**src/sv/note_tone_sequencer_defines.svh**
```systemverilog
// assertion macros used by the note tone sequencer control module
`ifndef NOTE_TONE_SEQUENCER_DEFINES_SVH
`define NOTE_TONE_SEQUENCER_DEFINES_SVH
`ifndef SYNTHESIS
`define NTS_ASSERT_IMPL(lbl, ante, cons, msg) \
  lbl: assert property (@(posedge clk) disable iff (rst) (ante) |-> (cons)) else $error(msg);
`define NTS_ASSERT_NEXT(lbl, ante, cons, msg) \
  lbl: assert property (@(posedge clk) disable iff (rst) (ante) |=> (cons)) else $error(msg);
`else
`define NTS_ASSERT_IMPL(lbl, ante, cons, msg)
`define NTS_ASSERT_NEXT(lbl, ante, cons, msg)
`endif
`endif

```
**src/sv/nts_pkg.sv**
```systemverilog
// shared constants and control types for the note tone sequencer
package nts_pkg;

  localparam int NoteEntries = 8;

  localparam logic [1:0] CMD_TICK = 2'd0;
  localparam logic [1:0] CMD_NOTE = 2'd1;
  localparam logic [1:0] CMD_BEEP = 2'd2;

  localparam logic [2:0] REG_NOTE_NAMES       = 3'd0;
  localparam logic [2:0] REG_TONES_FIRST_FOUR = 3'd1;
  localparam logic [2:0] REG_TONES_LAST_FOUR  = 3'd2;
  localparam logic [2:0] REG_SONG_TEMPO       = 3'd3;
  localparam logic [2:0] REG_BEEP_TEMPO       = 3'd4;

  localparam logic [11:0] TempoReset   = 12'd300;
  localparam logic [15:0] BeepHalfLow  = 16'd440;
  localparam logic [15:0] BeepHalfHigh = 16'd880;
  localparam logic [7:0]  RestName     = 8'd32;
  localparam logic [9:0]  MsToUs       = 10'd1000;
  localparam logic [29:0] ElapsedCap   = 30'h3FFF_FFFF;

  // controller to datapath
  typedef struct packed {
    logic start_note;
    logic start_beep;
    logic load;
    logic half_dec;
    logic half_reload;
    logic elapsed_add;
    logic silence_dec;
    logic next_beep;
    logic beep_stop;
  } nts_ctl_t;

  // datapath to controller
  typedef struct packed {
    logic tone_nz;
    logic note_sil_nz;
    logic beep_ok;
    logic half_last;
    logic tone_more;
    logic sil_nz;
    logic sil_last;
    logic in_beep;
    logic beeps_left_nz;
  } nts_stat_t;

endpackage

```
**src/sv/note_tone_sequencer.sv**
```systemverilog
// Piezo note and beep tone sequencer, stepped by one-microsecond ticks.
// Command channel (cmd_valid/cmd_stall): cmd selects a tick, a song note or
// rest (note_name, beats) or a beep burst (beep_count, beep_high). A note or
// beep is taken only while idle; otherwise it is answered with accepted = 0.
// Result channel (res_valid/res_stall): one transaction per command
// transaction, carrying speaker level, busy_res and accepted after that item.
// The result is registered on the edge that takes the command.
// A tick, a refused command or a command that leaves the block idle does not
// hold the command channel. A command that leaves the block busy is followed
// by a load state in which the ms lengths are scaled to us by the constant
// multipliers, and cmd_stall is high during it.
// Configuration (cfg_valid/cfg_ready/cfg_index/cfg_data) is always ready; the user must
// keep it written only while idle (not enforced here); indexes above four are ignored.
// Reset (rst, synchronous) clears the datapath registers to zero, sets both tempos to
// 300 ms, leaves the block idle and empties the result register.
// While res_stall holds a waiting result, cmd_stall is raised and the result
// stays put.
module note_tone_sequencer (
  input  logic        clk,
  input  logic        rst,
  input  logic        cfg_valid,
  output logic        cfg_ready,
  input  logic [2:0]  cfg_index,
  input  logic [63:0] cfg_data,
  input  logic        cmd_valid,
  output logic        cmd_stall,
  input  logic [1:0]  cmd,
  input  logic [7:0]  note_name,
  input  logic [7:0]  beats,
  input  logic [7:0]  beep_count,
  input  logic        beep_high,
  output logic        res_valid,
  input  logic        res_stall,
  output logic        speaker,
  output logic        busy_res,
  output logic        accepted
);
  import nts_pkg::*;

  nts_ctl_t  ctl;
  nts_stat_t stat;
  logic      cfg_we;

  assign cfg_ready = 1'b1;
  assign cfg_we    = cfg_valid && cfg_ready;

  nts_ctrl u_ctrl (
    .clk       (clk),
    .rst       (rst),
    .cmd_valid (cmd_valid),
    .cmd       (cmd),
    .cmd_stall (cmd_stall),
    .res_valid (res_valid),
    .res_stall (res_stall),
    .speaker   (speaker),
    .busy_res  (busy_res),
    .accepted  (accepted),
    .stat      (stat),
    .ctl       (ctl)
  );

  nts_datapath u_datapath (
    .clk        (clk),
    .rst        (rst),
    .cfg_we     (cfg_we),
    .cfg_index  (cfg_index),
    .cfg_data   (cfg_data),
    .note_name  (note_name),
    .beats      (beats),
    .beep_count (beep_count),
    .beep_high  (beep_high),
    .ctl        (ctl),
    .stat       (stat)
  );

endmodule

```
**src/sv/nts_datapath.sv**
```systemverilog
// configuration registers, note lookup, timing counters and length arithmetic
module nts_datapath (
  input  logic              clk,
  input  logic              rst,
  input  logic              cfg_we,
  input  logic [2:0]        cfg_index,
  input  logic [63:0]       cfg_data,
  input  logic [7:0]        note_name,
  input  logic [7:0]        beats,
  input  logic [7:0]        beep_count,
  input  logic              beep_high,
  input  nts_pkg::nts_ctl_t ctl,
  output nts_pkg::nts_stat_t stat
);
  import nts_pkg::*;

  logic [63:0] note_names;
  logic [63:0] tones_first_four;
  logic [63:0] tones_last_four;
  logic [11:0] song_tempo;
  logic [11:0] beep_tempo;

  logic [15:0] half_period;
  logic [15:0] half_count;
  logic [29:0] tone_elapsed;
  logic [29:0] tone_total;
  logic [29:0] silence_left;
  logic [7:0]  beeps_left;
  logic        in_beep;

  // lengths in ms, latched at command start and scaled to us in the load cycle
  logic [19:0] tot_ms;
  logic [10:0] gap_ms;
  logic        sound;

  logic [127:0] tones;
  logic         found;
  logic [15:0]  match_tone;
  logic [15:0]  note_hp;
  logic [15:0]  beep_hp;
  logic [10:0]  beep_half_ms;
  logic         tone_nz;
  logic         beep_ok;
  logic [20:0]  sil_ms;
  logic [30:0]  tone_us;
  logic [30:0]  sil_us;
  logic [30:0]  e_sum;
  logic [29:0]  e_sat;

  assign tones = {tones_last_four, tones_first_four};

  // lowest matching entry wins
  always_comb begin
    found      = 1'b0;
    match_tone = '0;
    for (int i = NoteEntries - 1; i >= 0; i--) begin
      if (note_names[i*8 +: 8] == note_name && note_name != RestName) begin
        found      = 1'b1;
        match_tone = tones[i*16 +: 16];
      end
    end
  end

  assign note_hp      = (found && match_tone != '0) ? match_tone : 16'd1;
  assign beep_hp      = beep_high ? BeepHalfHigh : BeepHalfLow;
  assign beep_half_ms = beep_tempo[11:1];
  assign tone_nz      = beats != '0 && song_tempo != '0;
  assign beep_ok      = beep_count != '0 && beep_half_ms != '0;

  assign sil_ms  = sound ? {10'b0, gap_ms} : {1'b0, tot_ms} + {10'b0, gap_ms};
  assign tone_us = {11'b0, tot_ms} * {21'b0, MsToUs};
  assign sil_us  = {10'b0, sil_ms} * {21'b0, MsToUs};

  assign e_sum = {1'b0, tone_elapsed} + {14'b0, half_period, 1'b0};
  assign e_sat = e_sum[30] ? ElapsedCap : e_sum[29:0];

  assign stat.tone_nz       = found && tone_nz;
  assign stat.note_sil_nz   = song_tempo[11:1] != '0 || (!found && tone_nz);
  assign stat.beep_ok       = beep_ok;
  assign stat.half_last     = half_count <= 16'd1;
  assign stat.tone_more     = e_sat < tone_total;
  assign stat.sil_nz        = silence_left != '0;
  assign stat.sil_last      = silence_left <= 30'd1;
  assign stat.in_beep       = in_beep;
  assign stat.beeps_left_nz = beeps_left != '0;

  always_ff @(posedge clk) begin
    if (rst) begin
      note_names       <= '0;
      tones_first_four <= '0;
      tones_last_four  <= '0;
      song_tempo       <= TempoReset;
      beep_tempo       <= TempoReset;
      half_period      <= '0;
      half_count       <= '0;
      tone_elapsed     <= '0;
      tone_total       <= '0;
      silence_left     <= '0;
      beeps_left       <= '0;
      in_beep          <= 1'b0;
      tot_ms           <= '0;
      gap_ms           <= '0;
      sound            <= 1'b0;
    end else begin
      if (cfg_we) begin
        unique case (cfg_index)
          REG_NOTE_NAMES:       note_names       <= cfg_data;
          REG_TONES_FIRST_FOUR: tones_first_four <= cfg_data;
          REG_TONES_LAST_FOUR:  tones_last_four  <= cfg_data;
          REG_SONG_TEMPO:       song_tempo       <= cfg_data[11:0];
          REG_BEEP_TEMPO:       beep_tempo       <= cfg_data[11:0];
          default: ;
        endcase
      end

      if (ctl.start_note) begin
        half_period  <= note_hp;
        half_count   <= note_hp;
        tone_elapsed <= '0;
        in_beep      <= 1'b0;
        beeps_left   <= '0;
        tot_ms       <= 20'(beats) * 20'(song_tempo);
        gap_ms       <= song_tempo[11:1];
        sound        <= found;
      end

      if (ctl.start_beep) begin
        half_period  <= beep_hp;
        half_count   <= beep_hp;
        tone_elapsed <= '0;
        in_beep      <= beep_ok;
        beeps_left   <= beep_ok ? 8'(beep_count - 8'd1) : 8'd0;
        tot_ms       <= {9'b0, beep_half_ms};
        gap_ms       <= beep_half_ms;
        sound        <= 1'b1;
      end

      // rest or unknown name folds the tone length into the silence
      if (ctl.load) begin
        tone_total   <= sound ? tone_us[29:0] : '0;
        silence_left <= sil_us[29:0];
      end

      if (ctl.half_reload) begin
        half_count <= half_period;
      end else if (ctl.half_dec && half_count != '0) begin
        half_count <= half_count - 16'd1;
      end

      if (ctl.elapsed_add) begin
        tone_elapsed <= e_sat;
      end

      if (ctl.silence_dec && silence_left != '0) begin
        silence_left <= silence_left - 30'd1;
      end

      // during a burst the silence equals the tone length
      if (ctl.next_beep) begin
        beeps_left   <= beeps_left - 8'd1;
        tone_elapsed <= '0;
        silence_left <= tone_total;
        half_count   <= half_period;
      end

      if (ctl.beep_stop) begin
        beeps_left <= '0;
        in_beep    <= 1'b0;
      end
    end
  end

endmodule

```
**src/sv/nts_ctrl.sv**
```systemverilog
// sequencing state machine, input handshake and result register
`include "note_tone_sequencer_defines.svh"

module nts_ctrl (
  input  logic               clk,
  input  logic               rst,
  input  logic               cmd_valid,
  input  logic [1:0]         cmd,
  output logic               cmd_stall,
  output logic               res_valid,
  input  logic               res_stall,
  output logic               speaker,
  output logic               busy_res,
  output logic               accepted,
  input  nts_pkg::nts_stat_t stat,
  output nts_pkg::nts_ctl_t  ctl
);
  import nts_pkg::*;

  localparam logic [2:0] ST_IDLE      = 3'd0;
  localparam logic [2:0] ST_LOAD_TONE = 3'd1;
  localparam logic [2:0] ST_LOAD_REST = 3'd2;
  localparam logic [2:0] ST_HIGH      = 3'd3;
  localparam logic [2:0] ST_LOW       = 3'd4;
  localparam logic [2:0] ST_SILENT    = 3'd5;

  logic [2:0] state;
  logic [2:0] state_next;
  logic       loading;
  logic       take;
  logic       is_tick;
  logic       is_note;
  logic       is_beep;
  logic       acc;
  logic       end_item;

  assign loading   = state == ST_LOAD_TONE || state == ST_LOAD_REST;
  assign cmd_stall = loading || (res_valid && res_stall);
  assign take      = cmd_valid && !cmd_stall;
  assign is_tick   = take && cmd == CMD_TICK;
  assign is_note   = take && cmd == CMD_NOTE;
  assign is_beep   = take && cmd == CMD_BEEP;

  always_comb begin
    ctl        = '0;
    state_next = state;
    acc        = 1'b0;
    end_item   = 1'b0;
    unique case (state)
      ST_IDLE: begin
        if (is_note) begin
          ctl.start_note = 1'b1;
          acc            = 1'b1;
          if (stat.tone_nz) begin
            state_next = ST_LOAD_TONE;
          end else if (stat.note_sil_nz) begin
            state_next = ST_LOAD_REST;
          end
        end else if (is_beep) begin
          ctl.start_beep = 1'b1;
          acc            = 1'b1;
          if (stat.beep_ok) begin
            state_next = ST_LOAD_TONE;
          end
        end
      end
      ST_LOAD_TONE: begin
        ctl.load   = 1'b1;
        state_next = ST_HIGH;
      end
      ST_LOAD_REST: begin
        ctl.load   = 1'b1;
        state_next = ST_SILENT;
      end
      ST_HIGH: begin
        if (is_tick) begin
          ctl.half_dec = 1'b1;
          if (stat.half_last) begin
            ctl.half_reload = 1'b1;
            state_next      = ST_LOW;
          end
        end
      end
      ST_LOW: begin
        if (is_tick) begin
          ctl.half_dec = 1'b1;
          if (stat.half_last) begin
            ctl.elapsed_add = 1'b1;
            if (stat.tone_more) begin
              ctl.half_reload = 1'b1;
              state_next      = ST_HIGH;
            end else if (stat.sil_nz) begin
              state_next = ST_SILENT;
            end else begin
              end_item = 1'b1;
            end
          end
        end
      end
      ST_SILENT: begin
        if (is_tick) begin
          ctl.silence_dec = 1'b1;
          if (stat.sil_last) begin
            end_item = 1'b1;
          end
        end
      end
      default: begin
        state_next = ST_IDLE;
      end
    endcase

    // next burst of a beep, or back to idle
    if (end_item) begin
      if (stat.in_beep && stat.beeps_left_nz) begin
        ctl.next_beep = 1'b1;
        state_next    = ST_HIGH;
      end else begin
        ctl.beep_stop = 1'b1;
        state_next    = ST_IDLE;
      end
    end
  end

  always_ff @(posedge clk) begin
    if (rst) begin
      state     <= ST_IDLE;
      res_valid <= 1'b0;
    end else begin
      state <= state_next;
      if (take) begin
        res_valid <= 1'b1;
      end else if (!res_stall) begin
        res_valid <= 1'b0;
      end
    end
  end

  always_ff @(posedge clk) begin
    if (take) begin
      speaker  <= state_next == ST_HIGH || state_next == ST_LOAD_TONE;
      busy_res <= state_next != ST_IDLE;
      accepted <= acc;
    end
  end

  `NTS_ASSERT_NEXT(a_load_to_high, state == ST_LOAD_TONE, state == ST_HIGH, "load did not start tone")
  `NTS_ASSERT_NEXT(a_busy_reject, take && state != ST_IDLE, !accepted, "command taken while busy")
  `NTS_ASSERT_NEXT(a_result_held, take, res_valid, "transaction lost its result")
  `NTS_ASSERT_IMPL(a_beep_idle, state == ST_IDLE, !stat.in_beep, "beep flag left set in idle")

endmodule

```
**config.mk**
```make
export PLATFORM = sky130hd
export DESIGN_NAME = note_tone_sequencer
export DESIGN_NICKNAME = d
export VERILOG_FILES = /design/src/sv/nts_pkg.sv /design/src/sv/note_tone_sequencer.sv /design/src/sv/nts_datapath.sv /design/src/sv/nts_ctrl.sv
export VERILOG_INCLUDE_DIRS = /design/src /design/src/sv
export SDC_FILE = /design/constraint.sdc
export NUM_CORES = 2
export LEC_CHECK = 0
export BUFFER_PORTS_ARGS = -buffer_cell sky130_fd_sc_hd__buf_2
export CORE_ASPECT_RATIO = 0.75
export CORE_MARGIN = 2
export CORE_UTILIZATION = 55
export CTS_BUF_LIST = sky130_fd_sc_hd__clkbuf_4
export CTS_CLUSTER_DIAMETER = 40
export DETAILED_ROUTE_END_ITERATION = 12
export PLACE_DENSITY = 0.75
export RECOVER_POWER = 50
export SYNTH_ARGS = -nofsm -noshare
export SYNTH_HDL_FRONTEND = slang
export SYNTH_SLANG_ARGS = --single-unit
```
**constraint.sdc**
```tcl
create_clock -name clk -period 7.71 [get_ports clk]
set_input_delay 1.1565 -clock clk [delete_from_list [all_inputs] [get_ports clk]]
set_output_delay 1.1565 -clock clk [all_outputs]
set_load 0.02 [all_outputs]
```
==> impl_metrics.yaml <==
timing:
  tightestPinTransition_ns: 4.02
  period_minus_ws_final_ns: 7.40
  timing.final.setup_violations: 0
  max_clock_freq_mhz: 135
  min_period_over_period: 0.959
  finalClockSkew_ns: 0.0574
  final-hold-violation-count: 0
  slew_violations: 288
  setup_tns_ns: 0
  worst_slew_margin_rel: -1.68
clocking:
  cts_tree: "yes"
  numCtsBuffers: 96
  path_clk_slew_ns: 0.07
  cts_root_buffer: "clkbuf_4"
  cts_hold_buffers: 0
  htree_num_levels: 3
  clock_latency_ns: 0.91
  clkSinkCount: 381
  max-clock-path-buffers: 3
critical_path:
  critical_path.n_buffers_inverters: 3
  worstSetupStartpoint: "u_datapath.tot_ms[0]$_SDFFE_PP0P_"
  critical_path_class: "reg -> reg"
  critical_path.max_fanout: 6
  regToRegSetupSlack_ns: 0.31
  cp_required_ns: 8.50
  crit_path_max_incr_delay_ns: 0.59
  critical_path.startpoint_type: "register"
  cp_top_family: "compound AO/OA/AOI/OAI gates"
  timing.critical_path.to_type: "register"
  critical-path-slowest-cell: "fa_1"
  arrival_ns: 8.19
  worst_r2r_startpoint: "u_datapath.tot_ms[0]$_SDFFE_PP0P_"
detailed_routing:
  initialDrtViolationCount: 3001
  drt_drc_violations_left: 0
  avgRoutedWirePerCell_um: 19.2
  num_vias: 26600
  drtAntennaViolNets: 0
  vias_per_cell: 5.94
  detail_route.first_pass.iterations: 6
  wl_um: 86100
cells_and_area:
  final_common_cell: "nand2_1"
  final_core_utilization: 0.595
  syn_to_final_growth_pct: 7.31
  final_cell_mix: "nand2_1 (703), a21oi_1 (400), dfxtp_1 (378)"
  drive_above_1_share: 0.0958
  postLayoutCellArea_um2: 31500
  finish.net_count: 4208
hold_path:
  hp-class: "reg -> reg"
  hold_path_startpoint: "u_datapath.tones_last_four[27]$_SDFFE_PP0P_"
grt:
  grt-ovfl-total: 0
  wire_length_of_the_first_global_routing_pass_um: 138000
  grt_max_degree: 110
  via_count_of_the_first_global_routing_pass: 25000
  global_router_s_overall_resource_usage: 0.315
  number_of_antenna_violations_at_the_first_check_in_global_routing: 6
synthesis:
  post_synthesis_cell_area_um2: 29300
  ys.warnings.count: 0
  synth-main-ff-cell: "dfxtp_1"
  post_synth_main_area_contributors: "dfxtp_1 (26%), fa_1 (14%), ha_1 (9.3%), nand2_1 (9.0%), a21oi_1 (6.8%)"
  synthesis.nets: 4154
  post_synthesis_sequential_element_count: 381
  post-synth-top-area-fraction: 0.258
  yosysTopAreaCell: "dfxtp_1"
  post_synth_inst_count: 3635
  synth_enable_flop_cells: 3
  postSynth.asyncResetShare: 0
  yosysSeqAreaShare: 0.261
  postSynthAreaPerCell_um2: 8.07
  synth.lib_cells_used.distinct: 93
outcome:
  outcome: "finished with violations"
  violations: "capacitance limit, slew limit"
die:
  core_footprint_um2: 52900
  die_w_um: 271
  start_util: 0.555
  die_area_um2: 55200
  floorplan.rows: 73
  pin_count: 105
  die_height_um: 204
place:
  dp.final_hpwl_um: 63400
  numPortBuffers: 103
  area_after_detailed_placement_um2: 30200
  gp_congestion: 0.951
run:
  drv_cap: 4
power:
  power.combinational.fraction: 0.502
  sequentialPowerShare: 0.282
  net-switching-power_uw: 3600
  power_report.internal_total_uw: 4520
  vdd_drop_max_v: 0.000208
  leakagePower_uw: 0.0137
  power_frac_clock: 0.216
  power.density_cell_area_nw_per_um2: 258
  sw_frac_of_total: 0.443
-- registers in the layout, summed over array words and instances, names as in the netlist, 3 cells and up --
register / flops
u_datapath.silence_left: 30
u_datapath.note_names: 64
u_datapath.tone_elapsed: 29
u_datapath.song_tempo: 12
u_datapath.gap_ms: 11
u_datapath.tones_last_four: 64
u_datapath.half_count: 16
u_ctrl.state: 3
u_datapath.beep_tempo: 11
u_datapath.half_period: 16
u_datapath.tones_first_four: 64
u_datapath.beeps_left: 8
u_datapath.tot_ms: 20
u_datapath.tone_total: 27
-- worst min-delay path, cell delays in order (launching register included) --
cell,delay (ns)
dfxtp_1,0.31
nand2_1,0.05
a21oi_1,0.05
-- Yosys cell counts (11+ instances only) --
master and instances:
o22ai_1 16, mux2i_1 11, and2_1 54, a31oi_1 43, and3_1 25, clkbuf_1 145, nor2_1 221, nand4_1 32
o21ai_0 94, nor3_1 59, inv_1 288, ha_1 218, a221oi_1 14, or2_2 13, nand3_1 62, buf_4 15
nor2b_1 12, o31ai_1 11, a21o_1 42, buf_2 14, dfxtp_1 378, nand3b_1 17, a311o_1 11, or3_1 14
fa_1 202, o21a_1 21, xor2_1 80, nand2b_1 18, a211oi_1 19, nor4_1 32, nand2_1 704, o211ai_1 15
a22oi_1 35, xnor2_1 88, a21oi_1 401, o21bai_1 18
-- final timing paths --
path                                                       to  cells after the start
setup / recovery     u_datapath.silence_left[29]$_SDFFE_PP0P_                     28
hold / removal    u_datapath.tones_last_four[27]$_SDFFE_PP0P_                      2
setup reg to reg     u_datapath.silence_left[29]$_SDFFE_PP0P_                     28
hold reg to reg   u_datapath.tones_last_four[27]$_SDFFE_PP0P_                      2
-- per-stage QoR --
stage | cells | power (µW) | setup slack [ns] | hold WS (ns)
final | 4478 | 8130 | 0.314 | 0.456
after global routing | 4477 | 8770 | -0.0825 | 0.454
after CTS | 4465 | 8060 | 0.235 | 0.450
after detailed placement | 4300 | 6240 | 0.260 | 0.446
after global placement | 4300 | 6230 | 0.440 | 0.441
after floorplan | 3635 | 5250 | 0.567 | 0.425
-- cells by family (layout without fill, tap and decap cells) --
group,count (synthesis),count (layout),share of synthesized area
fa+ha+maj,420,420,0.231
buf+inv,483,604,0.0669
xor+xnor,168,168,0.0502
flops,381,381,0.261
mux,16,16,0.00567
compound gates,855,855,0.184
other cells,1,11,0.000128
simple gates,1311,1311,0.201
-- routing by layer --
metal  part of all wire  GRT usage  routed length [µm]
met3               0.13      0.104               11200
met1               0.45      0.460               38400
met5                  0          0                   0
met4              0.020     0.0843                1720
met2               0.40      0.441               34800
-- cell type report --
class	count	area [µm²]
Antenna cell	10	25.0
Clock buffer	134	1010
Clock inverter	31	194
Fill cell	4786	21400
Inverter	289	1080
Multi-Input combinational cell	2771	19800
Sequential cell	381	7660
Tap cell	712	891
Timing Repair Buffer	150	858
-- power groups by stage --
stage               Sequential (µW)  Combinational, µW  Clock (µW)
floorplan                      2270               2980           0
global placement               2320               3910           0
detailed placement             2320               3920           0
CTS                            2280               4000        1780
global route                   2310               4590        1880
finish                         2290               4080        1760
-- timing repair --
| action | 4_1_cts | 5_1_grt |
|---|---|---|
| setup endpoints to repair | 0 | 8 |
| buffers inserted | 0 | 3 |
| gates resized for setup | 0 | 8 |
Power figures use the tool's default switching activity.
